### src/rtl/vtsp_pkg.sv
// Package for the view-to-screen vertex projection block.
// Holds the shared widths, register codes, configuration and sideband types.
// Used by every module of the block; depends on nothing.
package vtsp_pkg;

  localparam int unsigned DIV_W = 31;
  localparam int unsigned QUO_W = 41;
  localparam int unsigned NUM_W = DIV_W + QUO_W + 7;

  localparam logic MODE_ORTHO = 1'b0;
  localparam logic MODE_PERSP = 1'b1;

  localparam logic [63:0] FACTOR_RST    = 64'd1374389534720;
  localparam logic [31:0] FOCAL_RST     = 32'd20971520;
  localparam logic [31:0] ASPECT_RST    = 32'd65536;
  localparam logic [31:0] ORTHO_RST     = 32'd65536;
  localparam logic [31:0] CENTER_X_RST  = 32'd20971520;
  localparam logic [31:0] CENTER_Y_RST  = 32'd15728640;

  localparam logic [DIV_W-1:0] ORTHO_DIV     = DIV_W'(65536);
  localparam logic [31:0]      INV_SAT_DEPTH = 32'd16384;
  localparam logic [DIV_W-1:0] INV_REM0      = DIV_W'(32);
  localparam logic [QUO_W-1:0] INV_BITS0     = '0;
  localparam logic [QUO_W-1:0] OFFSET_CAP    = QUO_W'(64'd1099511627776);

  typedef enum logic [2:0] {
    REG_MODE     = 3'd0,
    REG_FOCAL    = 3'd1,
    REG_ASPECT   = 3'd2,
    REG_ORTHO    = 3'd3,
    REG_CENTER_X = 3'd4,
    REG_CENTER_Y = 3'd5
  } reg_idx_e;

  typedef struct packed {
    logic               mode;
    logic [63:0]        factor;
    logic signed [31:0] center_x;
    logic signed [31:0] center_y;
  } cfg_t;

  typedef struct packed {
    logic mode;
    logic invalid;
    logic neg_x;
    logic neg_z;
    logic zero_x;
    logic zero_z;
    logic ovf_x;
    logic ovf_z;
    logic ovf_inv;
  } side_t;

  function automatic logic [31:0] sat32(input logic [42:0] v);
    logic [31:0] r;
    if ((v[42:31] == '0) || (v[42:31] == '1)) begin
      r = v[31:0];
    end else if (v[42]) begin
      r = 32'h8000_0000;
    end else begin
      r = 32'h7FFF_FFFF;
    end
    return r;
  endfunction

endpackage

### src/rtl/vtsp_regs.sv
// Configuration register file with its APB-style write and read port.
// Also registers the combined scale factor used by the datapath.
// Depends on vtsp_pkg.
module vtsp_regs
  import vtsp_pkg::*;
(
  input  logic        clk_i,
  input  logic        rst_ni,
  input  logic        psel,
  input  logic        penable,
  input  logic        pwrite,
  input  logic [4:0]  paddr,
  input  logic [31:0] pwdata,
  output logic [31:0] prdata,
  output logic        pready,
  output cfg_t        cfg_o
);

  logic        mode_q;
  logic [31:0] focal_q;
  logic [31:0] aspect_q;
  logic [31:0] ortho_q;
  logic [31:0] center_x_q;
  logic [31:0] center_y_q;
  logic [63:0] factor_q;
  logic [63:0] factor_d;
  logic        wr_en;
  reg_idx_e    idx;

  assign idx    = reg_idx_e'(paddr[4:2]);
  assign wr_en  = psel && penable && pwrite;
  assign pready = 1'b1;

  always_ff @(posedge clk_i or negedge rst_ni) begin
    if (!rst_ni) begin
      mode_q     <= MODE_PERSP;
      focal_q    <= FOCAL_RST;
      aspect_q   <= ASPECT_RST;
      ortho_q    <= ORTHO_RST;
      center_x_q <= CENTER_X_RST;
      center_y_q <= CENTER_Y_RST;
    end else if (wr_en) begin
      case (idx)
        REG_MODE:     mode_q     <= pwdata[0];
        REG_FOCAL:    focal_q    <= pwdata;
        REG_ASPECT:   aspect_q   <= pwdata;
        REG_ORTHO:    ortho_q    <= pwdata;
        REG_CENTER_X: center_x_q <= pwdata;
        REG_CENTER_Y: center_y_q <= pwdata;
        default: ;
      endcase
    end
  end

  always_comb begin
    case (idx)
      REG_MODE:     prdata = {31'b0, mode_q};
      REG_FOCAL:    prdata = focal_q;
      REG_ASPECT:   prdata = aspect_q;
      REG_ORTHO:    prdata = ortho_q;
      REG_CENTER_X: prdata = center_x_q;
      REG_CENTER_Y: prdata = center_y_q;
      default:      prdata = '0;
    endcase
  end

  assign factor_d = {32'b0, ((mode_q == MODE_PERSP) ? focal_q : ortho_q)} * {32'b0, aspect_q};

  always_ff @(posedge clk_i or negedge rst_ni) begin
    if (!rst_ni) begin
      factor_q <= FACTOR_RST;
    end else begin
      factor_q <= factor_d;
    end
  end

  assign cfg_o.mode     = mode_q;
  assign cfg_o.factor   = factor_q;
  assign cfg_o.center_x = center_x_q;
  assign cfg_o.center_y = center_y_q;

endmodule

### config.mk
export PLATFORM = sky130hd
export DESIGN_NAME = vtsp_regs
export DESIGN_NICKNAME = d
export VERILOG_FILES = /design/src/rtl/vtsp_pkg.sv /design/src/rtl/vtsp_regs.sv
export SDC_FILE = /design/constraint.sdc
export NUM_CORES = 2
export LEC_CHECK = 0
export ABC_AREA = 1
export BUFFER_PORTS_ARGS = -buffer_cell sky130_fd_sc_hd__buf_2
export CORE_MARGIN = 2
export CORE_UTILIZATION = 59
export CTS_CLUSTER_SIZE = 40
export DETAILED_ROUTE_END_ITERATION = 8
export PLACE_DENSITY_LB_ADDON = 0.08
export SLEW_MARGIN = 15
export SYNTH_ARGS = -nofsm -noshare
export SYNTH_HDL_FRONTEND = slang
export SYNTH_SLANG_ARGS = --single-unit
### constraint.sdc
create_clock -name clk_i -period 6.5 [get_ports clk_i]
set_input_delay 0.65 -clock clk_i [delete_from_list [all_inputs] [get_ports clk_i]]
set_output_delay 0.65 -clock clk_i [all_outputs]
set_load 0.01 [all_outputs]
# Word level (Yosys, flattened, before mapping)
# Cells that the tools add are included.
# Widths: inputs -> output; s select.
[word_totals]
ff_bits = 225
elab_cells = 24
[classes]
multipliers = 1
eq_ne = 5
mux = 2
n_reduce_logical = 9
[ops]
columns = ["operator", "n"]
rows = [
  ["$pmux 32 s6", 1],
  ["$mul 32x32->64", 1],
  ["$mux 32", 1],
  ["$reduce_and 2->1", 6],
  ["$eq 3x2->1 const B", 2],
  ["$eq 3x3->1 const B", 2],
  ["$eq 3x1->1 const B", 1],
  ["$logic_not 3->1", 1],
  ["$logic_and 1x1->1", 2],
]

# Longest topological paths before layout
[logic_depth]
depth_word = 3
depth_mapped = 35
mapped_depth_nobuf = 33

# Worst setup path before layout
# No wires, ideal clock.
[synth_path]
path_kind = "reg2reg"
start = "register mode_q"
end = "register factor_q[62]"
t_arrival_ns = 6.737
t_required_ns = 6.383
slack_ns = -0.353
path_stages_with_launch = 30
synth_period_minus_slack_ns = 6.853
cell_sequence = "dfstp_2 > clkbuf_1 > or2_2 > nand2_2 > inv_2 > buf_2 > nand2_1 > fa_1 > inv_1 > fa_1 > inv_1 > fa_1 > inv_1 > fa_1 > fa_1 > fa_1 > fa_1 > inv_1 > fa_1 > inv_1 > ha_1 > nand2_1 > nor2_1 > inv_1 > nor2_4 > nand2_1 > nor3_1 > nand2_1 > nand3_1 > nand2_1"
[synth_via]
elab_chain_cells = 2
[synth_rtl]
columns = ["item", "line_no", "source"]
rows = [
  ["start: declaration", "vtsp_regs.sv:19", "logic mode_q;"],
  ["start signal: assignment", "vtsp_regs.sv:44", "REG_MODE: mode_q <= pwdata[0];"],
  ["$mux 32", "vtsp_regs.sv:67", "assign factor_d = {32'b0, ((mode_q == MODE_PERSP) ? focal_q : ortho_q)} * {32'b0, aspect_q};"],
  ["$mul 32x32->64", "vtsp_regs.sv:67", ""],
  ["via factor_d[62]", "vtsp_regs.sv:26", "logic [63:0] factor_d;"],
  ["end signal: assignment", "vtsp_regs.sv:73", "factor_q <= factor_d;"],
  ["end: declaration", "vtsp_regs.sv:25", "logic [63:0] factor_q;"],
]
# The timed path passes the listed nets, and every way through them passes these cells.
# A chain may end at the register's enable or synchronous reset.

# Worst setup path after layout
[layout_path]
start = "register mode_q"
end = "register factor_q[61]"
# Same word-level chain as after synthesis.

==> flow_summary.toml <==
[synth]
synth_area_um2 = 43100
synth_top_cell_by_area = "fa_1"
synth_edf_count = 0
syn_nets = 6534
yosysSeqAreaShare_pct = 13.1
synth_cells = 5333
synth_top_area_share_pct = 41.6
yosys_warnings = 0
synth.avg_cell_area_um2 = 8.08
async_reset_ff_share_pct = 100
yosysMostFrequentCell = "nand2_1"
synth-seq-cells = 225
synth_common_cells = "1,244 x nand2_1, 1,235 x inv_1, 896 x fa_1"
synth_area_leaders = "fa_1 42%, dfrtp_1 12%, nand2_1 11%"
synth_flop_cell = "dfrtp_1"
ys_types = 40

[placement]
dpl_worst_slack_ns = -1.06
dp_hpwl_um = 125000
portBuffers = 200
place_congestion = 1.03

[setup_path]
crit_arrival_ns = 7.71
worst-path-buf-inv = 8
r2r_slack_ns = -0.73
end_kind = "flop"
r2r_cells = 31
crit_type = "reg -> reg"
cpMostUsedCell = "nand2_1"
r2r-start = "mode_q$_DFFE_PN1P_"
slowest_delay_ns = 0.60
required_ns = 6.97
startpoint = "mode_q$_DFFE_PN1P_"
r2r-end = "factor_q[61]$_DFF_PN0_"
critPathTopFamily = "adder cells"
cp_max_fo = 13
crit_slowest_cell = "fa_2"
start_kind = "flop"

[final_layout]
drive_gt1_share_pct = 23.5
area_growth_syn_to_layout_pct = 23.0
final_core_util_pct = 73.0
nets = 7137

[drt]
ant_nets = 0
vias = 37800
drtPass1Iterations = 7
wl_per_cell_um = 22.1
drt_iter0_markers = 3208
drc = 0
wl_um = 153000
via_per_inst = 5.46

[clock_network]
clkTransAtPathRegs_ns = 0.06
cts_hold_buf = 0
root_buffer = "clkbuf_16"
cts_tree = "done"
htreeDepth = 1
clkLatencyLatePin_ns = 0.62
numCtsBuffers = 29
cts.sinks = 225
clockBufferDepth = 3

[sta]
slew_headroom_pct = 37.6
drv_slew = 0
tightest_slew_ns = 0.936
fmaxAchievable_ghz = 0.138
grt_setup_unrepaired = "true"
fin_ws_ns = -0.733
fin_hold_ws_ns = -0.0448
post-route-period-util_pct = 111
hold_viol = 17
fin_worst_skew_ns = 0.0579
period_minus_slack_ns = 7.23
final-setup-viol-count = 51

[floorplanning]
start_util_pct = 59.4
die_w_um = 274
fp-row-count = 99
die_h_um = 274
core_area_um2 = 72600
die_area_um2 = 75200
ioPinCount = 204

[global_routing]
grt_pass1_vias = 39600
grt_max_degree = 146
use_met3_pct = 12.2
grt_usage_pct = 41.9
met2_usage_pct = 65.4
grt_antenna_before_repair = 6
grt_overflow = 0
top_usage_layer = "met2"
use_met1_pct = 53.8
grt_pass1_wl_um = 233000

[job]
maxCapViolations = 0

[run_status]
outcome = "complete, but fails checks"
violations = "negative hold slack, negative setup slack"

[min_path]
holdCritPathClass = "in -> async"
state kept, by name, summed over array words and instances (netlist names):
signal,cells
center_y_q,32
factor_q,64
focal_q,32
center_x_q,32
ortho_q,32
aspect_q,32
mode_q,1
logic make-up after synthesis:
kind of cell             Yosys count  synth area share [%]
AO/OA/AOI/OAI                    285                  3.87
XOR/XNOR                          36                 0.731
adder cells (fa/ha/maj)         1159                  49.2
buffers and inverters           1504                  13.6
flip-flops                       225                  13.1
other                              1               0.00870
AND/OR/NAND/NOR                 2123                  19.5
through the flow:
step / cells / TNS, ns / area, um^2
final: 6920 / -28.16 / 53000
after global routing: 6916 / -37.84 / 53000
after CTS: 6886 / -27.79 / 51400
after detailed placement: 6805 / -41.59 / 49400
after global placement: 6805 / -39.12 / 49400
after floorplan: 5333 / -2.17 / 43700
metal layers:
metal	up-vias	wire, um	share of wire, %
met5	-	28	0.018
li1	16600	-	-
met2	1958	68900	45
met3	503	17500	11
met4	4	9280	6.1
met1	18700	57300	37
cell type report:
class / instances / area, um^2
diodes: 5 / 12.5
clock buffers: 41 / 821
clock inverters: 10 / 113
fillers: 5785 / 19600
inverters: 1272 / 4810
multi-input cells: 3604 / 33700
flip-flops and latches: 225 / 5650
well taps: 959 / 1200
repair buffers: 803 / 6680
repair inverters: 1 / 11.3
cell usage in the layout, fill, tap and decap left out, types with 52 or more instances in the layout:
| cell | synthesis | routed |
|---|---|---|
| buf_12 | 0 | 65 |
| buf_2 | 86 | 199 |
| buf_4 | 14 | 477 |
| dfrtp_1 | 212 | 212 |
| fa_1 | 896 | 844 |
| fa_2 | 0 | 52 |
| ha_1 | 263 | 224 |
| inv_1 | 1235 | 1186 |
| inv_2 | 22 | 63 |
| nand2_1 | 1244 | 1081 |
| nand2_2 | 11 | 123 |
| nor2_1 | 693 | 614 |
| o21ai_0 | 93 | 93 |
| o21ai_1 | 70 | 70 |
worst max-delay path by stage:
stage | endpoint | slack (ns) | cells after the start
after floorplan | factor_q[60]$_DFF_PN0_ | -0.10 | 28
after global placement | factor_q[62]$_DFF_PN0_ | -0.99 | 26
after detailed placement | factor_q[62]$_DFF_PN0_ | -1.06 | 26
after CTS | factor_q[48]$_DFF_PN0_ | -0.72 | 33
after global routing | factor_q[55]$_DFF_PN0_ | -0.91 | 29
final | factor_q[61]$_DFF_PN0_ | -0.73 | 31
repair_timing:
action                                  in CTS  in global routing
setup buffers                               27                 26
pin swaps                                   56                123
endpoints found under the setup margin      54                 54
resized for setup                          203                375
cloned                                       3                  3
Power is not shown: default switching activity piles up to over one toggle a cycle in this logic, so the estimate is an artifact.
